$ cat src/rtl/fpd_pkg.sv
// ----------------------------------------------------------------------------
// fpd_pkg
// Types and constants shared by the framed packet deframer modules.
// ----------------------------------------------------------------------------
`default_nettype none

package fpd_pkg;

  // Configuration port geometry
  localparam int ADDR_W = 5;
  localparam int DATA_W = 32;

  // Register indexes (byte address is 4 * index)
  localparam logic [2:0] REG_START_BYTE  = 3'd0;
  localparam logic [2:0] REG_END_BYTE    = 3'd1;
  localparam logic [2:0] REG_START_COUNT = 3'd2;
  localparam logic [2:0] REG_END_COUNT   = 3'd3;
  localparam logic [2:0] REG_MAX_LENGTH  = 3'd4;

  // Register reset values
  localparam logic [7:0] RST_START_BYTE  = 8'd2;
  localparam logic [7:0] RST_END_BYTE    = 8'd3;
  localparam logic [2:0] RST_START_COUNT = 3'd2;
  localparam logic [2:0] RST_END_COUNT   = 3'd2;
  localparam logic [5:0] RST_MAX_LENGTH  = 6'd32;

  // Most results one packet may produce
  localparam int RESULT_CAP = 32;

  // Request codes
  localparam logic REQ_BYTE = 1'b0;
  localparam logic REQ_IDLE = 1'b1;

  typedef struct packed {
    logic       req_type;
    logic [7:0] rx_byte;
  } in_item_t;

  typedef struct packed {
    logic [7:0] command;
    logic [5:0] length;
    logic [4:0] index;
    logic [7:0] payload_byte;
    logic       has_data;
    logic       last;
  } out_item_t;

  typedef struct packed {
    logic [7:0] start_byte;
    logic [7:0] end_byte;
    logic [2:0] start_count;
    logic [2:0] end_count;
    logic [5:0] max_length;
  } cfg_t;

  typedef enum logic [2:0] {
    PH_START,
    PH_CMD,
    PH_LEN,
    PH_DATA,
    PH_END,
    PH_DISCARD,
    PH_READ,
    PH_SHOW
  } phase_t;

  // Controller to datapath
  typedef struct packed {
    logic delim_clr;
    logic delim_inc;
    logic cmd_load;
    logic len_load;
    logic data_wr;
    logic run_start;
    logic run_adv;
    logic rd_en;
  } dp_cmd_t;

  // Datapath to controller
  typedef struct packed {
    logic start_match;
    logic end_match;
    logic start_zero;
    logic end_zero;
    logic start_reached;
    logic end_reached;
    logic len_ok;
    logic len_zero;
    logic data_done;
    logic hold_zero;
    logic run_end;
  } dp_stat_t;

endpackage

`default_nettype wire

$ cat src/rtl/fpd_dp.sv
// ----------------------------------------------------------------------------
// fpd_dp
// Datapath: delimiter counter, command and length holds, payload buffer and
// result run counter with registered buffer read.
// ----------------------------------------------------------------------------
`default_nettype none

module fpd_dp
  import fpd_pkg::*;
#(
  parameter int DATA_SIZE = 32
) (
  input  logic      clk,
  input  logic      rst,
  input  cfg_t      cfg,
  input  logic [7:0] rx_byte,
  input  dp_cmd_t   cmd,
  output dp_stat_t  stat,
  output out_item_t result
);

  localparam int AW = (DATA_SIZE > 1) ? $clog2(DATA_SIZE) : 1;
  localparam int CAP = (DATA_SIZE < RESULT_CAP) ? DATA_SIZE : RESULT_CAP;
  localparam logic [5:0] CAP_LEN = 6'(CAP);

  logic [2:0]  delim_count;
  logic [7:0]  cmd_hold;
  logic [5:0]  len_hold;
  logic [5:0]  data_index;
  logic [4:0]  run_index;
  logic [7:0]  rd_data;
  logic [7:0]  payload_mem [DATA_SIZE];

  logic [2:0]  delim_inc_val;
  logic [5:0]  limit;

  always_ff @(posedge clk) begin
    if (rst) begin
      delim_count <= '0;
      data_index  <= '0;
      run_index   <= '0;
    end else begin
      if (cmd.delim_clr) begin
        delim_count <= '0;
      end else if (cmd.delim_inc) begin
        delim_count <= delim_inc_val;
      end
      if (cmd.len_load) begin
        data_index <= '0;
      end else if (cmd.data_wr) begin
        data_index <= data_index + 6'd1;
      end
      if (cmd.run_start) begin
        run_index <= '0;
      end else if (cmd.run_adv) begin
        run_index <= run_index + 5'd1;
      end
    end
  end

  always_ff @(posedge clk) begin
    if (rst) begin
      cmd_hold <= '0;
      len_hold <= '0;
    end else begin
      if (cmd.cmd_load) begin
        cmd_hold <= rx_byte;
      end
      if (cmd.len_load) begin
        len_hold <= rx_byte[5:0];
      end
    end
  end

  // Payload buffer: one write port, one registered read port
  always_ff @(posedge clk) begin
    if (cmd.data_wr) begin
      payload_mem[AW'(data_index)] <= rx_byte;
    end
    if (cmd.rd_en) begin
      rd_data <= payload_mem[AW'(run_index)];
    end
  end

  always_comb begin
    delim_inc_val = delim_count + 3'd1;
    limit         = (cfg.max_length > CAP_LEN) ? CAP_LEN : cfg.max_length;

    stat.start_match   = (rx_byte == cfg.start_byte);
    stat.end_match     = (rx_byte == cfg.end_byte);
    stat.start_zero    = (cfg.start_count == 3'd0);
    stat.end_zero      = (cfg.end_count == 3'd0);
    stat.start_reached = (delim_inc_val >= cfg.start_count);
    stat.end_reached   = (delim_inc_val >= cfg.end_count);
    stat.len_ok        = (rx_byte <= {2'b00, limit});
    stat.len_zero      = (rx_byte == 8'd0);
    stat.data_done     = ((data_index + 6'd1) >= len_hold);
    stat.hold_zero     = (len_hold == 6'd0);
    stat.run_end       = stat.hold_zero || (({1'b0, run_index} + 6'd1) == len_hold);

    result.command      = cmd_hold;
    result.length       = len_hold;
    result.index        = stat.hold_zero ? 5'd0 : run_index;
    result.payload_byte = stat.hold_zero ? 8'd0 : rd_data;
    result.has_data     = !stat.hold_zero;
    result.last         = stat.run_end;
  end

endmodule

`default_nettype wire

$ cat src/rtl/fpd_ctrl.sv
// ----------------------------------------------------------------------------
// fpd_ctrl
// Controller: frame parsing state machine and result run sequencing.
// ----------------------------------------------------------------------------
`default_nettype none

module fpd_ctrl
  import fpd_pkg::*;
(
  input  logic     clk,
  input  logic     rst,
  input  logic     in_valid,
  input  logic     req_type,
  input  logic     out_ready,
  input  dp_stat_t stat,
  output logic     in_ready,
  output logic     out_valid,
  output dp_cmd_t  cmd
);

  phase_t phase, phase_next;
  logic   take;

  always_ff @(posedge clk) begin
    if (rst) begin
      phase <= PH_START;
    end else begin
      phase <= phase_next;
    end
  end

  always_comb begin
    phase_next = phase;
    cmd        = '0;
    in_ready   = (phase != PH_READ) && (phase != PH_SHOW);
    out_valid  = (phase == PH_SHOW);
    take       = in_valid && in_ready;

    if (take && (req_type == REQ_IDLE)) begin
      // Abort whatever is in progress
      cmd.delim_clr = 1'b1;
      phase_next    = PH_START;
    end else begin
      case (phase)
        PH_START: begin
          if (take) begin
            if (stat.start_zero) begin
              cmd.cmd_load = 1'b1;
              phase_next   = PH_LEN;
            end else if (!stat.start_match) begin
              phase_next = PH_DISCARD;
            end else if (stat.start_reached) begin
              cmd.delim_clr = 1'b1;
              phase_next    = PH_CMD;
            end else begin
              cmd.delim_inc = 1'b1;
            end
          end
        end
        PH_CMD: begin
          if (take) begin
            cmd.cmd_load = 1'b1;
            phase_next   = PH_LEN;
          end
        end
        PH_LEN: begin
          if (take) begin
            if (!stat.len_ok) begin
              phase_next = PH_DISCARD;
            end else begin
              cmd.len_load = 1'b1;
              if (!stat.len_zero) begin
                phase_next = PH_DATA;
              end else if (stat.end_zero) begin
                cmd.delim_clr = 1'b1;
                cmd.run_start = 1'b1;
                phase_next    = PH_SHOW;
              end else begin
                cmd.delim_clr = 1'b1;
                phase_next    = PH_END;
              end
            end
          end
        end
        PH_DATA: begin
          if (take) begin
            cmd.data_wr = 1'b1;
            if (stat.data_done) begin
              cmd.delim_clr = 1'b1;
              if (stat.end_zero) begin
                cmd.run_start = 1'b1;
                phase_next    = PH_READ;
              end else begin
                phase_next = PH_END;
              end
            end
          end
        end
        PH_END: begin
          if (take) begin
            if (!stat.end_match) begin
              phase_next = PH_DISCARD;
            end else if (stat.end_reached) begin
              cmd.delim_clr = 1'b1;
              cmd.run_start = 1'b1;
              phase_next    = stat.hold_zero ? PH_SHOW : PH_READ;
            end else begin
              cmd.delim_inc = 1'b1;
            end
          end
        end
        PH_DISCARD: begin
          phase_next = PH_DISCARD;
        end
        PH_READ: begin
          cmd.rd_en  = 1'b1;
          phase_next = PH_SHOW;
        end
        PH_SHOW: begin
          if (out_ready) begin
            if (stat.run_end) begin
              phase_next = PH_START;
            end else begin
              cmd.run_adv = 1'b1;
              phase_next  = PH_READ;
            end
          end
        end
        default: begin
          phase_next = PH_START;
        end
      endcase
    end
  end

endmodule

`default_nettype wire

$ cat src/rtl/framed_packet_deframer.sv
// ----------------------------------------------------------------------------
// framed_packet_deframer
// Deframes start/end delimited, length prefixed packets from a byte stream.
// ----------------------------------------------------------------------------
// Input channel (in_valid/in_ready/in_data): one transaction per received byte
// or per line-idle event. Output channel (out_valid/out_ready/out_data): one
// transaction per payload byte of a good packet, or a single transaction with
// has_data low for an empty packet; last marks the end of the run.
// Configuration goes through the APB port; registers sit at 4 * index.
// While parsing, in_ready stays high and input transactions are taken as they
// come. After the closing delimiter the block emits the run from the payload
// buffer, each result of a nonempty packet through a buffer read and then a
// present step, set by the single registered read port. For an empty packet
// the first result shows in the cycle after the final byte.
// in_ready is low for the whole run. When the receiver stalls, the current
// result holds on out_data until taken. Reset returns registers to their
// defaults and the parser to hunting for the first start byte. Malformed
// packets are dropped until the next line-idle event.
// ----------------------------------------------------------------------------
`default_nettype none

module framed_packet_deframer
  import fpd_pkg::*;
#(
  parameter int DATA_SIZE = 32
) (
  input  logic              clk,
  input  logic              rst,
  // input byte stream
  input  logic              in_valid,
  output logic              in_ready,
  input  in_item_t          in_data,
  // result stream
  output logic              out_valid,
  input  logic              out_ready,
  output out_item_t         out_data,
  // configuration port
  input  logic              psel,
  input  logic              penable,
  input  logic              pwrite,
  input  logic [ADDR_W-1:0] paddr,
  input  logic [DATA_W-1:0] pwdata,
  output logic [DATA_W-1:0] prdata,
  output logic              pready
);

  cfg_t     cfg;
  dp_cmd_t  cmd;
  dp_stat_t stat;
  logic     cfg_wr;
  logic [2:0] reg_sel;

  assign pready  = 1'b1;
  assign cfg_wr  = psel && penable && pwrite && pready;
  assign reg_sel = paddr[4:2];

  // Register file: write on the access phase, ignore unknown addresses
  always_ff @(posedge clk) begin
    if (rst) begin
      cfg.start_byte  <= RST_START_BYTE;
      cfg.end_byte    <= RST_END_BYTE;
      cfg.start_count <= RST_START_COUNT;
      cfg.end_count   <= RST_END_COUNT;
      cfg.max_length  <= RST_MAX_LENGTH;
    end else if (cfg_wr) begin
      case (reg_sel)
        REG_START_BYTE:  cfg.start_byte  <= pwdata[7:0];
        REG_END_BYTE:    cfg.end_byte    <= pwdata[7:0];
        REG_START_COUNT: cfg.start_count <= pwdata[2:0];
        REG_END_COUNT:   cfg.end_count   <= pwdata[2:0];
        REG_MAX_LENGTH:  cfg.max_length  <= pwdata[5:0];
        default: begin
        end
      endcase
    end
  end

  // Read back, zero-extended
  always_comb begin
    case (reg_sel)
      REG_START_BYTE:  prdata = {24'd0, cfg.start_byte};
      REG_END_BYTE:    prdata = {24'd0, cfg.end_byte};
      REG_START_COUNT: prdata = {29'd0, cfg.start_count};
      REG_END_COUNT:   prdata = {29'd0, cfg.end_count};
      REG_MAX_LENGTH:  prdata = {26'd0, cfg.max_length};
      default:         prdata = '0;
    endcase
  end

  fpd_ctrl u_ctrl (
    .clk       (clk),
    .rst       (rst),
    .in_valid  (in_valid),
    .req_type  (in_data.req_type),
    .out_ready (out_ready),
    .stat      (stat),
    .in_ready  (in_ready),
    .out_valid (out_valid),
    .cmd       (cmd)
  );

  fpd_dp #(
    .DATA_SIZE (DATA_SIZE)
  ) u_dp (
    .clk     (clk),
    .rst     (rst),
    .cfg     (cfg),
    .rx_byte (in_data.rx_byte),
    .cmd     (cmd),
    .stat    (stat),
    .result  (out_data)
  );

  // Never take input while a result is on offer
  a_no_overlap: assert property (@(posedge clk) disable iff (rst)
    !(in_ready && out_valid))
    else $error("input taken during result run");

  // Final result of a run hands control back to the parser
  a_last_resumes: assert property (@(posedge clk) disable iff (rst)
    out_valid && out_ready && out_data.last |=> in_ready && !out_valid)
    else $error("parser did not resume after last result");

  // A non-final result is followed by a buffer read cycle
  a_mid_run_read: assert property (@(posedge clk) disable iff (rst)
    out_valid && out_ready && !out_data.last |=> !out_valid && !in_ready)
    else $error("missing buffer read between results");

  // Line-idle event leaves the parser ready
  a_idle_ready: assert property (@(posedge clk) disable iff (rst)
    in_valid && in_ready && (in_data.req_type == REQ_IDLE) |=> in_ready)
    else $error("idle event did not return to hunting");

endmodule

`default_nettype wire

$ cat config.mk
export PLATFORM = sky130hd
export DESIGN_NAME = framed_packet_deframer
export DESIGN_NICKNAME = d
export VERILOG_FILES = /design/src/rtl/fpd_pkg.sv /design/src/rtl/fpd_dp.sv /design/src/rtl/fpd_ctrl.sv /design/src/rtl/framed_packet_deframer.sv
export SDC_FILE = /design/constraint.sdc
export NUM_CORES = 1
export LEC_CHECK = 0
export ABC_AREA = 0
export BUFFER_PORTS_ARGS = -buffer_cell sky130_fd_sc_hd__buf_4
export CORE_ASPECT_RATIO = 1.75
export CORE_MARGIN = 2
export CORE_UTILIZATION = 24
export DETAILED_ROUTE_END_ITERATION = 6
export PLACE_DENSITY = 0.51
export SYNTH_ARGS = -nofsm -noshare
export SYNTH_HDL_FRONTEND = slang
export SYNTH_SLANG_ARGS = --single-unit
export TNS_END_PERCENT = 100
$ cat constraint.sdc
create_clock -name clk -period 6.5 [get_ports clk]
set_input_delay 0.975 -clock clk [delete_from_list [all_inputs] [get_ports clk]]
set_output_delay 0.975 -clock clk [all_outputs]
set_load 0.01 [all_outputs]
==> out/metrics.cfg <==
[clock_tree]
cts_made_buffers=28
postCtsHoldBufs=0
post_cts_buffers=0
cts-htree-levels=1
cts_resized=0
cts-root-buf=clkbuf_16
clkTransAtPathRegs_ns=0.07
worstSkewPairLatency_ns=0.57
cts_max_path_buffers=3
cts.sink_count=323
tritoncts=yes

[timing]
timing.final.crit_share=0.631
slew_viol_final=0
max_freq_ghz=0.244
tightestPinTransition_ns=1.10
fin_worst_skew_ns=0.0273
hold_viol=0
rsz0062_at_grt=false
min_period_ns=4.10
max-slew-margin-rel=0.268
setup_tns_ns=0
setup_violations=0

[yosys]
netlist.area_leader.share=0.560
synth_edf_count=264
synthDistinctLibCells=62
syn_area_per_cell_um2=15.4
async_flop_share=0
syn-cell-area_mm2=0.0142
yosys_warnings=0
synth_seq_area_share=0.644
ys_ff_latch=323
yosysTopAreaCell=edfxtp_1
synthTopCellsByArea=edfxtp_1, mux4_2, dfxtp_1
synth-main-ff-cell=edfxtp_1
synthCells=917

[placement]
dp.cells=1717
hpwl_um=23300
port_buffers=65
gp_congestion=0.767

[power_and_ir_drop]
ir_drop_mv=0.181
power.total_mw=4.12
power_leakage_nw=5.35
power_density_mw_per_mm2=253

[routing]
drt_iter0_drc=563
drt_wl_total_um=35100
wl_met1_um=12900
drc=0
viasPerCell=4.35
ant_nets=0
vias=7691
first_pass_iters=4
met3_length_um=1140
routed.top_layer=met4
wire_per_inst_um=19.8
wl_met2_um=19500

[critical_path]
cp_max_fo=70
endpoint_kind=output port
start_kind=register
regToRegSetupSlack_ns=3.22
path_class=register to output port
cp.required_ns=5.52
cp.arrival_ns=3.12

[global_route]
grt_pass1_vias=8136
grt_pass1_wl_um=52600
grt.total_usage=0.115
grt_overflow=0
grt_antenna_before_repair=0
grt_max_degree=71

[final_layout]
drive_above_1_share=0.214
fin_util=0.280
fill_cells=5990
final_cells=1769
multi_input_area_mm2=0.00465
area_growth_pct=15.1
antennaDiodeCount=0
nets=1051
register_area_mm2=0.00911

[floorplan]
dieWidth_um=188
ios=117
die_h_um=325
die-area_mm2=0.0610
rows=117
initial_core_util=0.243
core_mm2=0.0583

[hold_path]
hold_class=register to register

[outcome]
outcome=completed

[run]
drv_cap=0

-- synthesized netlist by cell type (2+ instances only) --
library cell / n
dfxtp_1: 59
buf_1: 8
conb_1: 2
o21ai_0: 9
o22ai_1: 2
mux2i_1: 49
inv_1: 22
buf_4: 26
nand2b_1: 6
xnor2_1: 8
o21a_1: 3
nand4_1: 2
a31oi_1: 4
mux4_2: 81
nor2b_1: 6
nand2_1: 59
ha_1: 24
nor2_1: 102
or2_2: 2
and2_1: 13
nor3b_1: 3
a32oi_1: 2
and3_1: 2
a211oi_1: 4
or4_1: 3
nor4_1: 4
nand3b_1: 5
buf_6: 3
and4_1: 2
o31ai_1: 2
a21oi_1: 15
o21bai_1: 2
nand3_1: 13
edfxtp_1: 264
buf_2: 15
nor3_1: 18
clkbuf_1: 15
o211ai_1: 5
xor2_1: 30
-- sequential cells by signal, summed over array words and instances (netlist names) --
signal            cells
u_dp.len_hold         6
u_dp.delim_count      3
u_ctrl.phase          3
u_dp.cmd_hold         8
u_dp.data_index       6
u_dp.payload_mem    256
cfg                  28
u_dp.rd_data          8
u_dp.run_index        5
-- final timing paths --
path | depth (start not counted) | startpoint | to
setup / recovery | 8 | u_dp.run_index[1]$_SDFFE_PP0P_ | out_data[0]
hold / removal | 2 | u_dp.cmd_hold[5]$_SDFFE_PP0P_ | u_dp.cmd_hold[5]$_SDFFE_PP0P_
setup reg to reg | 5 | u_dp.run_index[0]$_SDFFE_PP0P_ | u_dp.rd_data[2]$_DFFE_PP_
hold reg to reg | 2 | u_dp.cmd_hold[5]$_SDFFE_PP0P_ | u_dp.cmd_hold[5]$_SDFFE_PP0P_
-- worst max-delay path: stages, from the launching register on --
cell and delay [ns]:
dfxtp_2 0.31, buf_4 0.76, ha_1 0.40, o21ba_2 0.15, a22oi_1 0.08, o211ai_1 0.16
o21bai_1 0.34, nand2_1 0.14, buf_4 0.20
-- final cells by class --
cell class	count	share of cell area
Multi-Input combinational cell	527	0.286
Sequential cell	323	0.559
Tap cell	773	0.0594
Clock buffer	30	0.0448
Inverter	23	0.00530
Clock inverter	22	0.0130
Timing Repair Buffer	71	0.0327
-- stage by stage --
step           area [µm²]  setup WS, ns  hold slack [ns]
3_3_place_gp        15400          2.87            0.482
2_1_floorplan       14200          3.49            0.468
6_report            16300          2.40            0.499
4_1_cts             16300          2.23            0.502
5_1_grt             16300          2.16            0.540
3_5_place_dp        15400          2.84            0.487
-- layout by cell type (no fill, tap or decap), types with 8 or more instances in the layout --
cell	Yosys	final
edfxtp_1	264	264
nor2_1	102	102
mux4_2	81	81
buf_4	26	71
nand2_1	59	59
dfxtp_1	59	57
mux2i_1	49	49
xor2_1	30	30
clkbuf_16	0	29
conb_1	2	25
ha_1	24	24
inv_1	22	22
nor3_1	18	18
a21oi_1	15	15
nand3_1	13	13
and2_1	13	13
o21ai_0	9	9
xnor2_1	8	8
-- power breakdown --
group / internal [mW] / switching (mW)
combinational: 0.0414 / 0.0960
sequential: 2.24 / 0.00881
clock: 0.944 / 0.789
total: 3.22 / 0.894
-- cell families after synthesis --
logic type               after synthesis  share of synthesized area
multiplexers                         130                      0.164
adder cells (fa/ha/maj)               24                     0.0212
AND/OR/NAND/NOR                      249                     0.0829
flip-flops                           323                      0.644
other                                  2                   0.000531
buffers and inverters                 90                     0.0337
XOR/XNOR                              38                     0.0235
AO/OA/AOI/OAI                         61                     0.0310
-- layer usage --
metal | vias up | track usage
li1 | 3555 | -
met1 | 3895 | 0.123
met2 | 182 | 0.222
met3 | 59 | 0.0110
met4 | 0 | 0.0544
met5 | - | 0
Note: power is estimated with default switching activity, not from simulation.
